--- config.mk ---
export PLATFORM = sky130hd
export DESIGN_NAME = windowed_motion_activity_detector_core
export DESIGN_NICKNAME = d
export VERILOG_FILES = /design/src/sv/wmad_pkg.sv /design/src/sv/windowed_motion_activity_detector_core.sv /design/src/sv/wmad_fifo.sv /design/src/sv/wmad_front.sv /design/src/sv/wmad_back.sv
export SDC_FILE = /design/constraint.sdc
export NUM_CORES = 2
export LEC_CHECK = 0
export ABC_CLOCK_PERIOD_IN_PS = 17000
export BUFFER_PORTS_ARGS = -buffer_cell sky130_fd_sc_hd__clkbuf_2
export CAP_MARGIN = 0
export CELL_PAD_IN_SITES_DETAIL_PLACEMENT = 1
export CELL_PAD_IN_SITES_GLOBAL_PLACEMENT = 2
export CORE_ASPECT_RATIO = 0.9
export CORE_MARGIN = 2
export CORE_UTILIZATION = 46
export CTS_CLUSTER_DIAMETER = 100
export DETAILED_ROUTE_END_ITERATION = 16
export PLACE_DENSITY = 0.95
export SYNTH_ARGS = -nofsm -noshare
export SYNTH_HDL_FRONTEND = slang
export SYNTH_SLANG_ARGS = --single-unit
--- constraint.sdc ---
create_clock -name clk -period 17 [get_ports clk]
set_input_delay 1.7 -clock clk [delete_from_list [all_inputs] [get_ports clk]]
set_output_delay 1.7 -clock clk [all_outputs]
set_load 0.05 [all_outputs]
--- src/sv/wmad_pkg.sv ---
// Shared types and constants for the windowed motion activity detector.
// Used by the front end, back end and top level; depends on nothing.
`default_nettype none

package wmad_pkg;

	localparam int ACCEL_W    = 12;
	localparam int DIFF_W     = ACCEL_W + 1;
	localparam int D2_W       = 2 * DIFF_W;
	localparam int P_W        = 2 * D2_W;
	localparam int SUM_W      = 64;
	localparam int THR_W      = 56;
	localparam int CFG_DATA_W = 64;
	localparam int CFG_ADDR_W = 4;
	localparam int MQ_DEPTH   = 2;
	localparam int OUT_DEPTH  = 4;

	localparam logic REG_THRESHOLD = 1'b0;

	typedef enum logic [1:0] {
		STATUS_INCOMPLETE = 2'd0,
		STATUS_INACTIVE   = 2'd1,
		STATUS_ACTIVE     = 2'd2
	} status_t;

	typedef struct packed {
		logic signed [DIFF_W-1:0] dx;
		logic signed [DIFF_W-1:0] dy;
		logic signed [DIFF_W-1:0] dz;
		logic                     add_en;
		logic                     close;
	} diff_t;

endpackage

`default_nettype wire

--- src/sv/windowed_motion_activity_detector_core.sv ---
// Windowed motion activity detector. Takes one three-axis accelerometer
// sample per transfer and returns one status per sample: incomplete for every
// sample but the last of a window of WINDOW_FRAMES samples, and at the last
// one inactive when the floor of the mean of the squared squared-distances
// between consecutive samples is below the threshold register, else active; the
// window state is then cleared. The front end takes a sample every clock while
// its two-entry difference queue has room; the back end squaring pipeline
// runs one item per clock, so the sustained rate is one sample per clock,
// bounded by the four-entry result queue when results are not popped. A
// sample's status passes through the difference queue, the squaring pipeline
// registers and the result queue. The threshold register sits at byte address
// 0 of the 64-bit configuration port. No clearing pass.
// Depends on wmad_pkg, wmad_fifo, wmad_front, wmad_back.
`default_nettype none

module windowed_motion_activity_detector_core #(
	parameter int WINDOW_FRAMES = 400,
	parameter int SAMPLE_BITS   = 12
) (
	input  logic                                   clk,
	input  logic                                   arst_n,
	input  logic                                   push,
	output logic                                   full,
	input  logic signed [wmad_pkg::ACCEL_W-1:0]    accel_x,
	input  logic signed [wmad_pkg::ACCEL_W-1:0]    accel_y,
	input  logic signed [wmad_pkg::ACCEL_W-1:0]    accel_z,
	output logic                                   empty,
	input  logic                                   pop,
	output wmad_pkg::status_t                      activity_status,
	input  logic                                   psel,
	input  logic                                   penable,
	input  logic                                   pwrite,
	input  logic [wmad_pkg::CFG_ADDR_W-1:0]        paddr,
	input  logic [wmad_pkg::CFG_DATA_W-1:0]        pwdata,
	output logic [wmad_pkg::CFG_DATA_W-1:0]        prdata,
	output logic                                   pready
);

	import wmad_pkg::*;

	logic [THR_W-1:0]          threshold_q;
	logic                      reg_hit;
	logic                      mq_full;
	logic                      mq_push;
	diff_t                     mq_wdata;
	logic [$bits(diff_t)-1:0]  mq_rdata;
	logic                      mq_empty;
	logic                      mq_pop;
	logic [$clog2(MQ_DEPTH+1)-1:0] mq_count;
	diff_t                     mq_head;

	assign pready  = 1'b1;
	assign reg_hit = (paddr[CFG_ADDR_W-1] == REG_THRESHOLD);
	assign prdata  = reg_hit ? CFG_DATA_W'(threshold_q) : '0;

	always_ff @(posedge clk or negedge arst_n) begin
		if (!arst_n) begin
			threshold_q <= '0;
		end else if (psel && penable && pwrite && pready && reg_hit) begin
			threshold_q <= pwdata[THR_W-1:0];
		end
	end

	wmad_front #(
		.SAMPLE_BITS  (SAMPLE_BITS),
		.WINDOW_FRAMES(WINDOW_FRAMES)
	) u_front (
		.clk    (clk),
		.arst_n (arst_n),
		.push   (push),
		.full   (full),
		.accel_x(accel_x),
		.accel_y(accel_y),
		.accel_z(accel_z),
		.mq_full(mq_full),
		.mq_push(mq_push),
		.mq_data(mq_wdata)
	);

	wmad_fifo #(
		.WIDTH($bits(diff_t)),
		.DEPTH(MQ_DEPTH)
	) u_mid_fifo (
		.clk   (clk),
		.arst_n(arst_n),
		.push  (mq_push),
		.wdata (mq_wdata),
		.full  (mq_full),
		.pop   (mq_pop),
		.rdata (mq_rdata),
		.empty (mq_empty),
		.count (mq_count)
	);

	assign mq_head = diff_t'(mq_rdata);

	wmad_back #(
		.WINDOW_FRAMES(WINDOW_FRAMES)
	) u_back (
		.clk            (clk),
		.arst_n         (arst_n),
		.threshold      (threshold_q),
		.mq_empty       (mq_empty),
		.mq_data        (mq_head),
		.mq_pop         (mq_pop),
		.pop            (pop),
		.empty          (empty),
		.activity_status(activity_status)
	);

	a_mid_count: assert property (@(posedge clk) disable iff (!arst_n)
		mq_empty == (mq_count == '0))
		else $error("difference queue count disagrees with empty flag");

	a_mid_no_overrun: assert property (@(posedge clk) disable iff (!arst_n)
		mq_push |-> !mq_full)
		else $error("difference pushed into full queue");

	a_first_no_close: assert property (@(posedge clk) disable iff (!arst_n)
		(mq_push && mq_wdata.close) |-> mq_wdata.add_en)
		else $error("window closed on its first sample");

endmodule

`default_nettype wire

--- src/sv/wmad_fifo.sv ---
// Small synchronous FIFO in flip-flops with an occupancy count.
// Generic; depends on nothing. DEPTH must be a power of two, at least 2.
`default_nettype none

module wmad_fifo #(
	parameter int WIDTH = 8,
	parameter int DEPTH = 4
) (
	input  logic                       clk,
	input  logic                       arst_n,
	input  logic                       push,
	input  logic [WIDTH-1:0]           wdata,
	output logic                       full,
	input  logic                       pop,
	output logic [WIDTH-1:0]           rdata,
	output logic                       empty,
	output logic [$clog2(DEPTH+1)-1:0] count
);

	localparam int AW = $clog2(DEPTH);
	localparam int CW = $clog2(DEPTH + 1);

	logic [WIDTH-1:0] mem_q [DEPTH];
	logic [AW-1:0]    wr_ptr_q;
	logic [AW-1:0]    rd_ptr_q;
	logic [CW-1:0]    count_q;
	logic             do_push;
	logic             do_pop;

	assign full    = (count_q == CW'(DEPTH));
	assign empty   = (count_q == '0);
	assign count   = count_q;
	assign rdata   = mem_q[rd_ptr_q];
	assign do_push = push & ~full;
	assign do_pop  = pop & ~empty;

	always_ff @(posedge clk or negedge arst_n) begin
		if (!arst_n) begin
			wr_ptr_q <= '0;
			rd_ptr_q <= '0;
			count_q  <= '0;
		end else begin
			if (do_push) begin
				wr_ptr_q <= wr_ptr_q + 1'b1;
			end
			if (do_pop) begin
				rd_ptr_q <= rd_ptr_q + 1'b1;
			end
			if (do_push && !do_pop) begin
				count_q <= count_q + 1'b1;
			end else if (do_pop && !do_push) begin
				count_q <= count_q - 1'b1;
			end
		end
	end

	always_ff @(posedge clk) begin
		if (do_push) begin
			mem_q[wr_ptr_q] <= wdata;
		end
	end

endmodule

`default_nettype wire

--- src/sv/wmad_front.sv ---
// Front end: accepts samples, tracks the window position and previous sample,
// and queues the axis differences. Depends on wmad_pkg.
`default_nettype none

module wmad_front #(
	parameter int SAMPLE_BITS   = 12,
	parameter int WINDOW_FRAMES = 400
) (
	input  logic                                clk,
	input  logic                                arst_n,
	input  logic                                push,
	output logic                                full,
	input  logic signed [wmad_pkg::ACCEL_W-1:0] accel_x,
	input  logic signed [wmad_pkg::ACCEL_W-1:0] accel_y,
	input  logic signed [wmad_pkg::ACCEL_W-1:0] accel_z,
	input  logic                                mq_full,
	output logic                                mq_push,
	output wmad_pkg::diff_t                     mq_data
);

	import wmad_pkg::*;

	localparam int CNT_W = $clog2(WINDOW_FRAMES);
	localparam int EXT_W = DIFF_W - SAMPLE_BITS;

	logic [SAMPLE_BITS-1:0]   prev_x_q;
	logic [SAMPLE_BITS-1:0]   prev_y_q;
	logic [SAMPLE_BITS-1:0]   prev_z_q;
	logic [CNT_W-1:0]         count_q;
	logic signed [DIFF_W-1:0] cur_x;
	logic signed [DIFF_W-1:0] cur_y;
	logic signed [DIFF_W-1:0] cur_z;
	logic signed [DIFF_W-1:0] old_x;
	logic signed [DIFF_W-1:0] old_y;
	logic signed [DIFF_W-1:0] old_z;
	logic                     last;

	assign full    = mq_full;
	assign mq_push = push & ~mq_full;
	assign last    = (count_q == CNT_W'(WINDOW_FRAMES - 1));

	always_comb begin
		cur_x = {{EXT_W{accel_x[SAMPLE_BITS-1]}}, accel_x[SAMPLE_BITS-1:0]};
		cur_y = {{EXT_W{accel_y[SAMPLE_BITS-1]}}, accel_y[SAMPLE_BITS-1:0]};
		cur_z = {{EXT_W{accel_z[SAMPLE_BITS-1]}}, accel_z[SAMPLE_BITS-1:0]};
		old_x = {{EXT_W{prev_x_q[SAMPLE_BITS-1]}}, prev_x_q};
		old_y = {{EXT_W{prev_y_q[SAMPLE_BITS-1]}}, prev_y_q};
		old_z = {{EXT_W{prev_z_q[SAMPLE_BITS-1]}}, prev_z_q};
		mq_data.dx     = cur_x - old_x;
		mq_data.dy     = cur_y - old_y;
		mq_data.dz     = cur_z - old_z;
		mq_data.add_en = (count_q != '0);
		mq_data.close  = last;
	end

	always_ff @(posedge clk or negedge arst_n) begin
		if (!arst_n) begin
			count_q  <= '0;
			prev_x_q <= '0;
			prev_y_q <= '0;
			prev_z_q <= '0;
		end else if (mq_push) begin
			if (last) begin
				count_q  <= '0;
				prev_x_q <= '0;
				prev_y_q <= '0;
				prev_z_q <= '0;
			end else begin
				count_q  <= count_q + 1'b1;
				prev_x_q <= accel_x[SAMPLE_BITS-1:0];
				prev_y_q <= accel_y[SAMPLE_BITS-1:0];
				prev_z_q <= accel_z[SAMPLE_BITS-1:0];
			end
		end
	end

endmodule

`default_nettype wire

--- src/sv/wmad_back.sv ---
// Back end: squares the differences, squares their sum, accumulates the
// window power and judges it at window close. Depends on wmad_pkg, wmad_fifo.
`default_nettype none

module wmad_back #(
	parameter int WINDOW_FRAMES = 400
) (
	input  logic                             clk,
	input  logic                             arst_n,
	input  logic [wmad_pkg::THR_W-1:0]       threshold,
	input  logic                             mq_empty,
	input  wmad_pkg::diff_t                  mq_data,
	output logic                             mq_pop,
	input  logic                             pop,
	output logic                             empty,
	output wmad_pkg::status_t                activity_status
);

	import wmad_pkg::*;

	localparam int CNT_W    = $clog2(WINDOW_FRAMES);
	localparam int SCALED_W = THR_W + CNT_W;
	localparam int CMP_W    = (SCALED_W > SUM_W) ? SCALED_W : SUM_W;
	localparam int OCNT_W   = $clog2(OUT_DEPTH + 1);
	localparam int CRD_W    = OCNT_W + 1;

	logic signed [D2_W-1:0] sq_x;
	logic signed [D2_W-1:0] sq_y;
	logic signed [D2_W-1:0] sq_z;
	logic [D2_W-1:0]        d2;
	logic                   issue;
	logic [OCNT_W-1:0]      out_count;
	logic                   out_full;
	logic [1:0]             out_rdata;

	logic                   v_s1;
	logic [D2_W-1:0]        d2_s1;
	logic                   add_s1;
	logic                   close_s1;
	logic                   v_s2;
	logic [P_W-1:0]         p_s2;
	logic                   add_s2;
	logic                   close_s2;

	logic [SUM_W-1:0]       sum_q;
	logic [SCALED_W-1:0]    scaled_q;
	logic [SUM_W:0]         sum_ext;
	logic [SUM_W-1:0]       sum_next;
	logic                   inactive;
	status_t                status_next;

	always_comb begin
		sq_x  = D2_W'(mq_data.dx) * D2_W'(mq_data.dx);
		sq_y  = D2_W'(mq_data.dy) * D2_W'(mq_data.dy);
		sq_z  = D2_W'(mq_data.dz) * D2_W'(mq_data.dz);
		d2    = $unsigned(sq_x) + $unsigned(sq_y) + $unsigned(sq_z);
		issue = !mq_empty &&
			((CRD_W'(out_count) + CRD_W'(v_s1) + CRD_W'(v_s2)) < CRD_W'(OUT_DEPTH));
	end

	assign mq_pop = issue;

	always_comb begin
		sum_ext  = {1'b0, sum_q} + (SUM_W + 1)'(p_s2);
		sum_next = sum_q;
		if (add_s2) begin
			sum_next = sum_ext[SUM_W] ? '1 : sum_ext[SUM_W-1:0];
		end
		inactive    = (CMP_W'(sum_next) < CMP_W'(scaled_q));
		status_next = STATUS_INCOMPLETE;
		if (close_s2) begin
			status_next = inactive ? STATUS_INACTIVE : STATUS_ACTIVE;
		end
	end

	always_ff @(posedge clk or negedge arst_n) begin
		if (!arst_n) begin
			v_s1     <= 1'b0;
			v_s2     <= 1'b0;
			sum_q    <= '0;
			scaled_q <= '0;
		end else begin
			scaled_q <= SCALED_W'(threshold) * SCALED_W'(WINDOW_FRAMES - 1);
			v_s1     <= issue;
			v_s2     <= v_s1;
			if (v_s2) begin
				sum_q <= close_s2 ? '0 : sum_next;
			end
		end
	end

	always_ff @(posedge clk) begin
		if (issue) begin
			d2_s1    <= d2;
			add_s1   <= mq_data.add_en;
			close_s1 <= mq_data.close;
		end
		if (v_s1) begin
			p_s2     <= P_W'(d2_s1) * P_W'(d2_s1);
			add_s2   <= add_s1;
			close_s2 <= close_s1;
		end
	end

	wmad_fifo #(
		.WIDTH(2),
		.DEPTH(OUT_DEPTH)
	) u_out_fifo (
		.clk   (clk),
		.arst_n(arst_n),
		.push  (v_s2),
		.wdata (status_next),
		.full  (out_full),
		.pop   (pop),
		.rdata (out_rdata),
		.empty (empty),
		.count (out_count)
	);

	assign activity_status = status_t'(out_rdata);

	a_no_push_when_full: assert property (@(posedge clk) disable iff (!arst_n)
		v_s2 |-> !out_full)
		else $error("result pushed into full queue");

	a_credit_bound: assert property (@(posedge clk) disable iff (!arst_n)
		(CRD_W'(out_count) + CRD_W'(v_s1) + CRD_W'(v_s2)) <= CRD_W'(OUT_DEPTH))
		else $error("results in flight exceed queue room");

	a_clear_on_close: assert property (@(posedge clk) disable iff (!arst_n)
		(v_s2 && close_s2) |=> (sum_q == '0))
		else $error("power sum not cleared after window close");

	a_stage_advance: assert property (@(posedge clk) disable iff (!arst_n)
		issue |=> v_s1)
		else $error("issued item lost before first stage");

endmodule

`default_nettype wire
==> out/results.txt <==
TritonCTS Buffers: 50
Worst Setup SP: u_mid_fifo.rd_ptr_q$_DFFE_PN0P_
Starting DRT DRC Count: 2513
Cell Area, Placed: 0.07153 mm^2
gr usage total: 0.2559
share of cells above drive strength 1: 0.06434
CP arrival: 9.91 ns
startpoint types: register
Placer Congestion: 0.8562
mean routed wirelength per cell: 20.53 um
yosys warns: 0
clock transition at the registers of the reported paths: 0.07 ns
Synth top area share: 0.3695
via count: 48670
largest cells by area after synthesis: fa_1, ha_1, inv_1
end of the critical path: u_back.d2_s1[23]$_DFFE_PP_
largest net degree at the start of global routing: 74
total gr overflow: 0
Rel. slew slack: 0.2106
I/O Pins: 180
Hold Crit Class: register to register
WS Path Type: register to register
Final Cycle Share: 0.5601
Synth Area per Inst: 9.775 um^2
status: finished, final reports clean
remaining antenna violation count after routing: 0
starting density of the core: 0.4620
worst hold margin: 0.4251 ns
# setup viols final: 0
initial antenna violation count: 1
clk sink count: 414
mux share of post-synthesis cell area: 0.01837
Die X: 410.2 um
R2R Setup Slk: 7.48 ns
Syn Inst Count: 6989
Syn Std Cell Area: 0.06832 mm^2
largest family of logic cells by synthesized area: adder cells
Slowest cell on crit path: buf_4
Post-synth ARST share: 0.5870
DP HPWL: 153000 um
Hold Buf Count CTS: 0
Layout Skew: 0.07109 ns
IO buf count: 159
Rows: 134
die area: 0.1516 mm^2
Die Y: 369.6 um
top_reg_cell synth: dfrtp_1
clk buf depth: 3
Fmax achieved: 105.0 MHz
dpl ws: 7.528 ns
max-slew violations: 0
Post-CTS Setup Repair Bufs: 0
drt total wl: 187300 um
cts repair resizes: 0
Layout Nets: 9182
vias per inst: 5.335
XOR/XNOR Fraction of Synth Area: 0.03320
CTS tree: yes
Seq/Total Area, Yosys: 0.1642
synthesis-stage register bit count: 414
DRC viols: 0
Final Hold Fails: 0
Hold Crit Start: u_back.close_s1$_DFFE_PP_
Tightest Pin Transition: 1.184 ns
Final Cell Area: 0.07326 mm^2
Worst R2R Path Depth: 26
worst path required time: 17.39 ns
Crit path top cell by count: fa_1
fin crit period: 9.522 ns
Worst path max stage delay: 0.66 ns
H-tree levels: 2
Post-synth EDFFs: 171
TNS Setup: 0 ns
Synth Area in Compound Gates: 0.08598
global-route wire length before repair: 307700 um
1st-pass router iterations: 5
FF-to-FF End: u_back.d2_s1[23]$_DFFE_PP_
worst r2r src: u_mid_fifo.rd_ptr_q$_DFFE_PN0P_
final worst setup slack: 7.478 ns
Yosys cell types: 94
RSZ-0062 raised after global routing: no
max_cap viols: 0
Post-Synth Simple-Gate Area: 0.08692
Core ar.: 0.1479 mm^2
CTS root buffer: clkbuf_16
post-synth top area cell: fa_1
worst skew pair latency: 0.65 ns
vias in the first global route: 57790
CP max FO: 47
Area growth syn-to-layout: 7.223%
CP Capture Type: register
adder-cell share of the synthesized area: 0.4979
## logic make-up (layout without fill, tap and decap cells)
group           count (synthesis)  after routing
simple gates                 1320           1320
compound gates                869            869
fa+ha+maj                    1962           1962
mux                           113            113
xor+xnor                      259            259
other cells                     2             11
flops                         414            414
buf+inv                      2050           2204
## synth_stat cells, drive strengths merged (5+ instances only)
| master | instances |
|---|---|
| a2111oi | 9 |
| a211oi | 22 |
| a21boi | 25 |
| a21o | 163 |
| a21oi | 219 |
| a221oi | 7 |
| a22o | 37 |
| a31o | 14 |
| a31oi | 60 |
| a41oi | 5 |
| and2 | 134 |
| and3 | 30 |
| and4 | 9 |
| buf | 26 |
| clkbuf | 144 |
| clkinv | 17 |
| dfrtp | 243 |
| edfxtp | 171 |
| fa | 1261 |
| ha | 701 |
| inv | 1863 |
| mux2 | 79 |
| mux2i | 32 |
| nand2 | 487 |
| nand2b | 23 |
| nand3 | 56 |
| nand4 | 40 |
| nor2 | 428 |
| nor2b | 40 |
| nor3 | 37 |
| o2111ai | 5 |
| o211ai | 8 |
| o21a | 24 |
| o21ai | 133 |
| o21bai | 22 |
| o22a | 14 |
| o22ai | 37 |
| o31a | 8 |
| o31ai | 18 |
| o41ai | 5 |
| or2 | 10 |
| or3 | 7 |
| xnor2 | 182 |
| xor2 | 77 |
## worst min-delay path by stage
stage                                           end  slack (ns)  cells after the start
after global placement    u_back.close_s2$_DFFE_PP_        0.40                      0
after floorplan             u_back.add_s2$_DFFE_PP_        0.40                      0
after global routing      u_back.close_s2$_DFFE_PP_        0.44                      0
after detailed placement  u_back.close_s2$_DFFE_PP_        0.41                      0
after CTS                 u_back.close_s2$_DFFE_PP_        0.43                      0
final                     u_back.close_s2$_DFFE_PP_        0.43                      0
## placed cells by master, fill, tap and decap left out, drive strengths merged, types with 133 or more instances in the layout
cell type and count:
o21ai 133, clkbuf 218, a21oi 219, dfrtp 243
nor2 428, inv 1871, xnor2 182, ha 701
a21o 163, fa 1261, nand2 487, edfxtp 171
and2 134
## layout make-up
cell class                 count  area [um^2]
multi-input combinational   4532        49440
sequential                   414        11220
inverter                    1880         7057
tap                         1972         2467
timing repair buffer         231         1346
antenna                        2        5.005
clock buffer                  60         1350
clock inverter                33        366.6
fill                       16740        74620
## routing by layer
layer	up-vias	part of all wire	track usage
li1	21770	-	-
met1	25470	0.40	0.3164
met2	1050	0.52	0.4647
met3	382	0.041	0.02815
met4	2	0.035	0.08364
met5	-	0.000080	0
## worst max-delay path, delay by kind of cell (launching register included)
| kind | cells | cell delay [ns] |
|---|---|---|
| buffers and inverters | 4 | 1.21 |
| xor gates and xnor gates | 1 | 0.11 |
| muxes | 1 | 0.51 |
| adders and majority gates | 9 | 4.16 |
| AOI/OAI and AO/OA | 6 | 1.87 |
| and+or+nand+nor | 5 | 1.02 |
| DFF | 1 | 0.34 |
## registers in the layout, summed over array words and instances, names as in the netlist, 26 cells and up
| name | count |
|---|---|
| u_back.scaled_q | 65 |
| u_back.sum_q | 64 |
| u_back.p_s2 | 51 |
| u_mid_fifo.mem_q | 82 |
| u_back.d2_s1 | 26 |
| threshold_q | 56 |
## metrics by stage
step           std cells    util
2_1_floorplan       6996       -
3_3_place_gp        9029  0.4837
3_5_place_dp        9029  0.4837
4_1_cts             9122  0.4953
5_1_grt             9122  0.4953
6_report            9124  0.4954
Power is left out: the tool's default activity adds up to more than one toggle a clock period on the data nets, which glitch-free logic cannot reach.
